`config.mk`:
```
export PLATFORM = sky130hd
export DESIGN_NAME = climate_daily_stats_accumulator
export DESIGN_NICKNAME = d
export VERILOG_FILES = /design/src/hdl/cdsa_pkg.sv /design/src/hdl/cdsa_div.sv /design/src/hdl/climate_daily_stats_accumulator.sv
export SDC_FILE = /design/constraint.sdc
export NUM_CORES = 1
export LEC_CHECK = 0
export BUFFER_PORTS_ARGS = -buffer_cell sky130_fd_sc_hd__clkbuf_2
export CORE_ASPECT_RATIO = 0.75
export CORE_MARGIN = 2
export CORE_UTILIZATION = 60
export CTS_CLUSTER_DIAMETER = 40
export DETAILED_ROUTE_END_ITERATION = 7
export PLACE_DENSITY = 0.77
export SKIP_CTS_REPAIR_TIMING = 1
export SYNTH_ARGS = -nofsm -noshare
export SYNTH_HDL_FRONTEND = slang
export SYNTH_HIERARCHICAL = 1
export SYNTH_SLANG_ARGS = --single-unit
```
`constraint.sdc`:
```
create_clock -name clk -period 11.1 [get_ports clk]
set_input_delay 1.11 -clock clk [delete_from_list [all_inputs] [get_ports clk]]
set_output_delay 1.11 -clock clk [all_outputs]
set_load 0.01 [all_outputs]
```
`src/hdl/cdsa_pkg.sv`:
```
`timescale 1ns / 1ps
// ----------------------------------------------------------------------------
// cdsa_pkg
// Shared types, constants and helpers of the climate daily stats accumulator.
// ----------------------------------------------------------------------------
package cdsa_pkg;

  localparam int QuotW = 9;
  localparam int AdjW  = 32;
  localparam int DenW  = 25;
  localparam int DshW  = DenW + QuotW;
  localparam int RemW  = AdjW - 1;

  localparam logic [7:0]         CODE_NONE     = 8'd255;
  localparam logic [7:0]         TEMP_CODE_MAX = 8'd250;
  localparam logic [7:0]         HUM_CODE_MAX  = 8'd100;
  localparam logic [15:0]        COUNT_MAX     = 16'hFFFF;
  localparam logic signed [15:0] TEMP_LO       = -16'sd4000;
  localparam logic signed [15:0] TEMP_HI       = 16'sd8500;
  localparam logic signed [31:0] TEMP_OFFSET   = 32'sd4000;
  localparam logic [6:0]         TEMP_SCALE    = 7'd50;
  localparam logic [6:0]         HUM_SCALE     = 7'd100;

  typedef struct packed {
    logic                   start;
    logic signed [AdjW-1:0] adj;
    logic [DenW-1:0]        den2;
    logic [7:0]             limit;
  } div_req_t;

  typedef struct packed {
    logic       done;
    logic [7:0] quot;
  } div_rsp_t;

  typedef enum logic [2:0] {
    ST_IDLE,
    ST_MUL,
    ST_PREP,
    ST_DIV,
    ST_FIN
  } top_state_t;

  typedef enum logic [1:0] {
    OP_ENC_T,
    OP_ENC_H,
    OP_AVG_T,
    OP_AVG_H
  } op_t;

  typedef enum logic [1:0] {
    DV_IDLE,
    DV_CHECK,
    DV_STEP
  } div_state_t;

  function automatic logic [7:0] fold_min(logic [7:0] old, logic [7:0] fresh,
                                          logic [7:0] limit);
    logic [7:0] lim_old;
    lim_old = (old > limit) ? limit : old;
    if (old == CODE_NONE) begin
      return fresh;
    end
    return (lim_old < fresh) ? lim_old : fresh;
  endfunction

  function automatic logic [7:0] fold_max(logic [7:0] old, logic [7:0] fresh,
                                          logic [7:0] limit);
    logic [7:0] lim_old;
    lim_old = (old > limit) ? limit : old;
    if (old == CODE_NONE) begin
      return fresh;
    end
    return (lim_old > fresh) ? lim_old : fresh;
  endfunction

endpackage

```
`src/hdl/cdsa_div.sv`:
```
`timescale 1ns / 1ps
// ----------------------------------------------------------------------------
// cdsa_div
// Shared restoring divider: floor(adj / den2), clamped to a code limit,
// zero for adj <= 0. One quotient bit per cycle.
// ----------------------------------------------------------------------------
module cdsa_div (
  input  logic               clk,
  input  logic               rst,
  input  cdsa_pkg::div_req_t req,
  output cdsa_pkg::div_rsp_t rsp
);
  import cdsa_pkg::*;

  div_state_t        state, state_next;
  logic [RemW-1:0]   rem;
  logic [DshW-1:0]   dsh;
  logic [QuotW-1:0]  quo;
  logic [3:0]        cnt;
  logic [7:0]        lim;
  logic [7:0]        quot;
  logic              done;
  logic              adj_pos;
  logic              ge;
  logic [QuotW-1:0]  quo_step;

  assign adj_pos  = !req.adj[AdjW-1] && (req.adj != '0);
  assign ge       = ({{(DshW-RemW){1'b0}}, rem} >= dsh);
  assign quo_step = {quo[QuotW-2:0], ge};

  always_comb begin
    state_next = state;
    unique case (state)
      DV_IDLE: begin
        if (req.start && adj_pos) state_next = DV_CHECK;
      end
      DV_CHECK: begin
        state_next = ge ? DV_IDLE : DV_STEP;
      end
      DV_STEP: begin
        if (cnt == '0) state_next = DV_IDLE;
      end
      default: state_next = DV_IDLE;
    endcase
  end

  always_ff @(posedge clk) begin
    if (rst) begin
      state <= DV_IDLE;
      done  <= 1'b0;
    end else begin
      state <= state_next;
      done  <= (state == DV_IDLE && req.start && !adj_pos) ||
               (state == DV_CHECK && ge) ||
               (state == DV_STEP && cnt == '0);
    end
  end

  always_ff @(posedge clk) begin
    unique case (state)
      DV_IDLE: begin
        if (req.start) begin
          rem  <= req.adj[RemW-1:0];
          dsh  <= {req.den2, {QuotW{1'b0}}};
          lim  <= req.limit;
          quo  <= '0;
          quot <= '0;
        end
      end
      DV_CHECK: begin
        // quotient would not fit: saturate to the code limit
        if (ge) begin
          quot <= lim;
        end else begin
          dsh <= dsh >> 1;
          cnt <= 4'(QuotW - 1);
        end
      end
      DV_STEP: begin
        if (ge) rem <= rem - dsh[RemW-1:0];
        quo <= quo_step;
        dsh <= dsh >> 1;
        cnt <= cnt - 4'd1;
        if (cnt == '0) begin
          quot <= (quo_step > {1'b0, lim}) ? lim : quo_step[7:0];
        end
      end
      default: begin
      end
    endcase
  end

  assign rsp.done = done;
  assign rsp.quot = quot;

endmodule

```
`src/hdl/climate_daily_stats_accumulator.sv`:
```
`timescale 1ns / 1ps
// ----------------------------------------------------------------------------
// climate_daily_stats_accumulator
// Daily temperature and humidity statistics kept as byte codes with a count.
// ----------------------------------------------------------------------------
// Each accepted item returns one result: the statistics after the item. A
// clear or an invalid sample goes straight to the output stage. A valid
// sample runs its divisions one after another on a single shared restoring
// divider (one quotient bit per cycle, each division preceded by the
// multiply and operand setup): two encodes for a seeding sample, two
// encodes and two re-averages for a folded sample. in_ready is low while an
// item is in work; a finished result waits in the output register and the
// next item can be taken meanwhile.
module climate_daily_stats_accumulator (
  input  logic               clk,
  input  logic               rst,
  input  logic               in_valid,
  output logic               in_ready,
  input  logic               action,
  input  logic               sensor_valid,
  input  logic signed [15:0] temperature_centi,
  input  logic [13:0]        humidity_centi,
  output logic               out_valid,
  input  logic               out_ready,
  output logic [7:0]         temp_avg_code,
  output logic [7:0]         temp_min_code,
  output logic [7:0]         temp_max_code,
  output logic [7:0]         hum_avg_code,
  output logic [7:0]         hum_min_code,
  output logic [7:0]         hum_max_code,
  output logic [15:0]        sample_total
);
  import cdsa_pkg::*;

  top_state_t state, state_next;
  op_t        op;

  logic [7:0]  temp_average, temp_minimum, temp_maximum;
  logic [7:0]  hum_average, hum_minimum, hum_maximum;
  logic [15:0] sample_count;

  logic signed [15:0] t_in;
  logic [13:0]        h_in;
  logic [23:0]        prod;
  logic [7:0]         tc, hc;

  div_req_t div_req;
  div_rsp_t div_rsp;

  logic               accept;
  logic               fin_load;
  logic               seed;
  logic               is_temp;
  logic               is_avg;
  logic [6:0]         scale;
  logic [7:0]         avg_sel;
  logic [16:0]        n_plus;
  logic [23:0]        den;
  logic [31:0]        prod_scaled;
  logic signed [15:0] t_clamp;
  logic signed [31:0] num;

  assign is_temp = (op == OP_ENC_T) || (op == OP_AVG_T);
  assign is_avg  = (op == OP_AVG_T) || (op == OP_AVG_H);
  assign scale   = is_temp ? TEMP_SCALE : HUM_SCALE;
  assign avg_sel = is_temp ? temp_average : hum_average;
  assign seed    = (sample_count == '0) || (temp_average == CODE_NONE) ||
                   (hum_average == CODE_NONE);

  always_comb begin
    priority if (t_in < TEMP_LO) begin
      t_clamp = TEMP_LO;
    end else if (t_in > TEMP_HI) begin
      t_clamp = TEMP_HI;
    end else begin
      t_clamp = t_in;
    end
  end

  // operands for the divider, all as round-half-up: (2*num + den) / (2*den)
  assign n_plus      = {1'b0, sample_count} + 17'd1;
  assign den         = is_avg ? 24'(n_plus) * 24'(scale) : 24'(scale);
  assign prod_scaled = 32'(prod) * 32'(scale);

  always_comb begin
    unique case (op)
      OP_ENC_T: num = 32'(t_clamp) + TEMP_OFFSET;
      OP_ENC_H: num = signed'(32'(h_in));
      OP_AVG_T: num = signed'(prod_scaled) + 32'(t_in) + TEMP_OFFSET;
      OP_AVG_H: num = signed'(prod_scaled) + signed'(32'(h_in));
      default:  num = '0;
    endcase
  end

  assign div_req.start = (state == ST_PREP);
  assign div_req.adj   = (num <<< 1) + signed'({8'b0, den});
  assign div_req.den2  = {den, 1'b0};
  assign div_req.limit = is_temp ? TEMP_CODE_MAX : HUM_CODE_MAX;

  cdsa_div u_div (
    .clk (clk),
    .rst (rst),
    .req (div_req),
    .rsp (div_rsp)
  );

  // next state
  always_comb begin
    state_next = state;
    unique case (state)
      ST_IDLE: begin
        if (in_valid) begin
          state_next = (action || !sensor_valid) ? ST_FIN : ST_MUL;
        end
      end
      ST_MUL:  state_next = ST_PREP;
      ST_PREP: state_next = ST_DIV;
      ST_DIV: begin
        if (div_rsp.done) begin
          if ((op == OP_ENC_H && seed) || op == OP_AVG_H) begin
            state_next = ST_FIN;
          end else begin
            state_next = ST_MUL;
          end
        end
      end
      ST_FIN: begin
        if (!out_valid || out_ready) state_next = ST_IDLE;
      end
      default: state_next = ST_IDLE;
    endcase
  end

  // outputs of the sequencer
  always_comb begin
    in_ready      = (state == ST_IDLE);
    accept        = in_ready && in_valid;
    fin_load      = (state == ST_FIN) && (!out_valid || out_ready);
  end

  always_ff @(posedge clk) begin
    if (rst) begin
      state        <= ST_IDLE;
      op           <= OP_ENC_T;
      temp_average <= CODE_NONE;
      temp_minimum <= CODE_NONE;
      temp_maximum <= CODE_NONE;
      hum_average  <= CODE_NONE;
      hum_minimum  <= CODE_NONE;
      hum_maximum  <= CODE_NONE;
      sample_count <= '0;
    end else begin
      state <= state_next;
      if (accept) begin
        op <= OP_ENC_T;
        if (action) begin
          temp_average <= CODE_NONE;
          temp_minimum <= CODE_NONE;
          temp_maximum <= CODE_NONE;
          hum_average  <= CODE_NONE;
          hum_minimum  <= CODE_NONE;
          hum_maximum  <= CODE_NONE;
          sample_count <= '0;
        end
      end else if (state == ST_DIV && div_rsp.done) begin
        unique case (op)
          OP_ENC_T: op <= OP_ENC_H;
          OP_ENC_H: op <= OP_AVG_T;
          OP_AVG_T: op <= OP_AVG_H;
          OP_AVG_H: op <= OP_ENC_T;
          default:  op <= OP_ENC_T;
        endcase
        if (op == OP_ENC_H && seed) begin
          temp_average <= tc;
          temp_minimum <= tc;
          temp_maximum <= tc;
          hum_average  <= div_rsp.quot;
          hum_minimum  <= div_rsp.quot;
          hum_maximum  <= div_rsp.quot;
          sample_count <= 16'd1;
        end
        // humidity average does not depend on the temperature average
        if (op == OP_AVG_T) begin
          temp_average <= div_rsp.quot;
        end
        if (op == OP_AVG_H) begin
          hum_average  <= div_rsp.quot;
          temp_minimum <= fold_min(temp_minimum, tc, TEMP_CODE_MAX);
          temp_maximum <= fold_max(temp_maximum, tc, TEMP_CODE_MAX);
          hum_minimum  <= fold_min(hum_minimum, hc, HUM_CODE_MAX);
          hum_maximum  <= fold_max(hum_maximum, hc, HUM_CODE_MAX);
          if (sample_count != COUNT_MAX) sample_count <= sample_count + 16'd1;
        end
      end
    end
  end

  // payload of the item in work
  always_ff @(posedge clk) begin
    if (accept) begin
      t_in <= temperature_centi;
      h_in <= humidity_centi;
    end
    if (state == ST_MUL) begin
      prod <= 24'(sample_count) * 24'(avg_sel);
    end
    if (state == ST_DIV && div_rsp.done) begin
      if (op == OP_ENC_T) tc <= div_rsp.quot;
      if (op == OP_ENC_H) hc <= div_rsp.quot;
    end
  end

  // output register
  always_ff @(posedge clk) begin
    if (rst) begin
      out_valid <= 1'b0;
    end else if (fin_load) begin
      out_valid <= 1'b1;
    end else if (out_ready) begin
      out_valid <= 1'b0;
    end
  end

  always_ff @(posedge clk) begin
    if (fin_load) begin
      temp_avg_code <= temp_average;
      temp_min_code <= temp_minimum;
      temp_max_code <= temp_maximum;
      hum_avg_code  <= hum_average;
      hum_min_code  <= hum_minimum;
      hum_max_code  <= hum_maximum;
      sample_total  <= sample_count;
    end
  end

endmodule

```
==> impl_results.md <==
* Total Routing Usage GR at 0.311
* P_int at 3020 uW
* DR pass1 iterations at 8
* Reg clk slew, reported paths at 60 ps
* Final period utilization at 0.943
* Initial Util at 0.610
* Worst Path Max Fanout at 41
* Pins over their slew limit at 0
* Seq/Total Area, Yosys at 0.277
* Ant diodes at 0
* Power per cell area at 152 mW/mm2
* Power, Total at 4960 uW
* Combinational power share at 0.423
* Nets at 3868
* Slowest cell delay on critical path at 560 ps
* Vias post-DR at 24400
* Starting DRT DRC Count at 2512
* Clock share of power at 0.305
* Met3 usage at 0.0593
* Placed cells at 3900
* DIE HEIGHT at 197 um
* Crit. Startpoint: op[0]
* Synth Register Bits at 300
* RePlAce Congestion at 0.991
* Clock Latency Late Sink at 600 ps
* Remaining DRCs at 0
* Core area at 0.0490 mm2
* Drt total wl at 79.7 mm
* Worst Reg-to-Reg Cells at 41
* Final hold violation count at 0
* Max rail drop VDD at 133 uV
* Slew headroom at 0.138
* Post-synthesis average cell area at 9.30 um2
* Critical R2R Launch: op[0]
* Most used routing layer: met2
* Post-Syn Instances at 3208
* Critical path class: reg2reg
* Total CTS buffers at 45
* Library cells used by synthesis at 100
* Grt total ovfl at 0
* Seq pwr share at 0.272
* Worst R2R Setup Slack at 630 ps
* Vias in the first global route at 24000
* RSZ-0062 raised after global routing: no
* Fin cells at 3983
* Critical path startpoint category: flop
* H-tree Lvls at 2
* Port bufs at 101
* # IOs at 102
* Pin count of the biggest net entering global routing at 65
* CP max-delay cell: a211oi_1
* Sw Ratio at 0.391
* Post-DRT Antenna Nets at 0
* Sum Neg Setup Slack at 0 ps
* Critical Path End: u_div/state[1]
* Synth top area share at 0.228
* EDFF count, synth at 227
* Share of layout cells above drive strength 1 at 0.0966
* Synthesized area at 0.0298 mm2
* Run status: finished, final reports clean
* Synthesis Warnings at 6
* CP most frequent cell: ha_1
* Wire length per cell at 20.0 um
* Worst Path Required at 11580 ps
* Clock Tree Root: clkbuf_16
* Max-cap violations at 0
* Vias per cell at 6.13
* P&R area growth vs syn at 9.22%
* Die X at 262 um
* Top cells by area, synth: edfxtp_1, ha_1, fa_1
* GR Util met1 at 0.458
* Synth Flop Type: edfxtp_1
* Yosys top cell by area: edfxtp_1
* Worst-Margin Slew at 1260 ps
* Worst reg2reg path endpoint: u_div/state[1]
* Fmax at 95.5 MHz
* Data arrival, critical path at 10950 ps
* Final hold slack at 493 ps
* Clock buffer depth at 3
* Met2 Usage GRT at 0.470
* NetSw at 1940 uW
* Minimum clock period at 10470 ps
* Die ar. at 0.0516 mm2
* First-pass GRT wire length at 127 mm
* Dpl hpwl at 61.3 mm
* Initial antenna violation count at 0
* Leakage power at 0.0152 uW
* Post-Route Skew at 30.1 ps
* Core Util, Final at 0.666
* Hold Crit Class: reg2reg
* Num Clock Sinks at 300
* CTS tree: done
* Critical path capture point type: flop
* Asr flop ratio synth at 0
* Rows at 70
* # setup viols final at 0
-- power groups by stage --
stage | Sequential [uW] | Clock, uW | Combinational (uW)
2_1_floorplan | 1350 | 0 | 1560
3_3_place_gp | 1370 | 0 | 1990
3_5_place_dp | 1370 | 0 | 2030
4_1_cts | 1350 | 1530 | 2050
5_1_grt | 1350 | 1570 | 2290
6_report | 1350 | 1510 | 2090
-- worst min path at each step --
stage                                 from               end  slack (ps)  depth (start not counted)
after detailed placement    hum_minimum[6]   hum_min_code[6]         470                          0
after floorplan           sample_count[11]  sample_total[11]         410                          0
after global routing       temp_maximum[4]  temp_max_code[4]         500                          0
after CTS                  temp_maximum[4]  temp_max_code[4]         490                          0
final                      temp_maximum[4]  temp_max_code[4]         490                          0
after global placement      hum_minimum[6]   hum_min_code[6]         470                          0
-- Yosys cell counts (28+ instances only) --
library cell / n
nor3_1: 68
a21oi_1: 181
nor2b_1: 67
ha_1: 336
o21bai_1: 28
fa_1: 197
o21ai_0: 96
edfxtp_1: 227
a22oi_1: 28
clkbuf_1: 98
xor2_1: 50
inv_1: 362
dfxtp_1: 73
mux2_2: 47
nand2_1: 292
o21a_1: 29
xnor2_1: 110
a21o_1: 61
nand2b_1: 44
and2_1: 72
nand3_1: 75
nor2_1: 231
-- per-stage QoR --
step / area [um2] / setup slack [ps]
final: 32600 / 629
after global routing: 32600 / 54.6
after CTS: 32600 / 800
after detailed placement: 31000 / 815
after global placement: 31000 / 1150
after floorplan: 30000 / 1540
-- per-layer routing --
| layer | vias to the layer above | routed length (um) |
|---|---|---|
| met3 | 143 | 7350 |
| met2 | 1101 | 34700 |
| li1 | 11300 | - |
| met5 | - | 0 |
| met4 | 0 | 1820 |
| met1 | 11800 | 35800 |
-- critical path: cells and delay by family (launching register included) --
kind / cells / cell delay (ps)
AOI/OAI and AO/OA: 14 / 3380
adders and majority gates: 8 / 3250
and+or+nand+nor: 16 / 2710
buffers and inverters: 2 / 440
DFF: 1 / 370
xor gates and xnor gates: 1 / 210
-- logic make-up after synthesis --
group / synth area share
AO/OA/AOI/OAI: 0.152
XOR/XNOR: 0.0470
adder cells (fa/ha/maj): 0.273
buffers and inverters: 0.0631
flip-flops: 0.277
multiplexers: 0.0259
other: 0.000252
AND/OR/NAND/NOR: 0.162
-- registers in the layout (all words and copies together), names as in the netlist, 14 cells and up --
name / cells
u_div/dsh: 34
u_div/rem: 31
prod: 24
sample_count: 16
sample_total: 16
t_in: 16
h_in: 14
-- cell usage in the layout, fill, tap and decap left out, types with 9 or more instances in the layout --
| cell type | instances |
|---|---|
| a211oi_1 | 25 |
| xnor2_1 | 110 |
| conb_1 | 40 |
| a22oi_1 | 28 |
| nor4_1 | 27 |
| xor2_1 | 50 |
| nand2b_1 | 44 |
| ha_1 | 336 |
| clkbuf_16 | 46 |
| fa_1 | 197 |
| and2_1 | 72 |
| and3_1 | 25 |
| nor3_1 | 68 |
| inv_1 | 362 |
| inv_6 | 10 |
| edfxtp_1 | 227 |
| or2_2 | 26 |
| a21oi_1 | 181 |
| nor2b_1 | 66 |
| o21ai_1 | 11 |
| o21bai_1 | 28 |
| mux2_2 | 47 |
| nor2_1 | 229 |
| nand2_1 | 292 |
| o21a_1 | 29 |
| clkbuf_2 | 101 |
| a21o_1 | 61 |
| a211o_1 | 25 |
| a31oi_1 | 23 |
| buf_4 | 24 |
| or3_1 | 12 |
| nand3_1 | 75 |
| dfxtp_1 | 73 |
| o2111ai_1 | 9 |
| o21ai_0 | 95 |
| mux2i_1 | 23 |
| o211ai_1 | 26 |
| o31ai_1 | 16 |
| nand4_1 | 27 |
-- layout make-up --
cell class                 count  area [um2]
tap                          648         811
timing repair buffer         125         686
clock inverter                36         434
multi-input combinational   2463       19900
fill                        3857       16400
sequential                   300        8280
inverter                     364        1370
clock buffer                  47        1160
No activity file was read; power rests on OpenSTA's default activity.
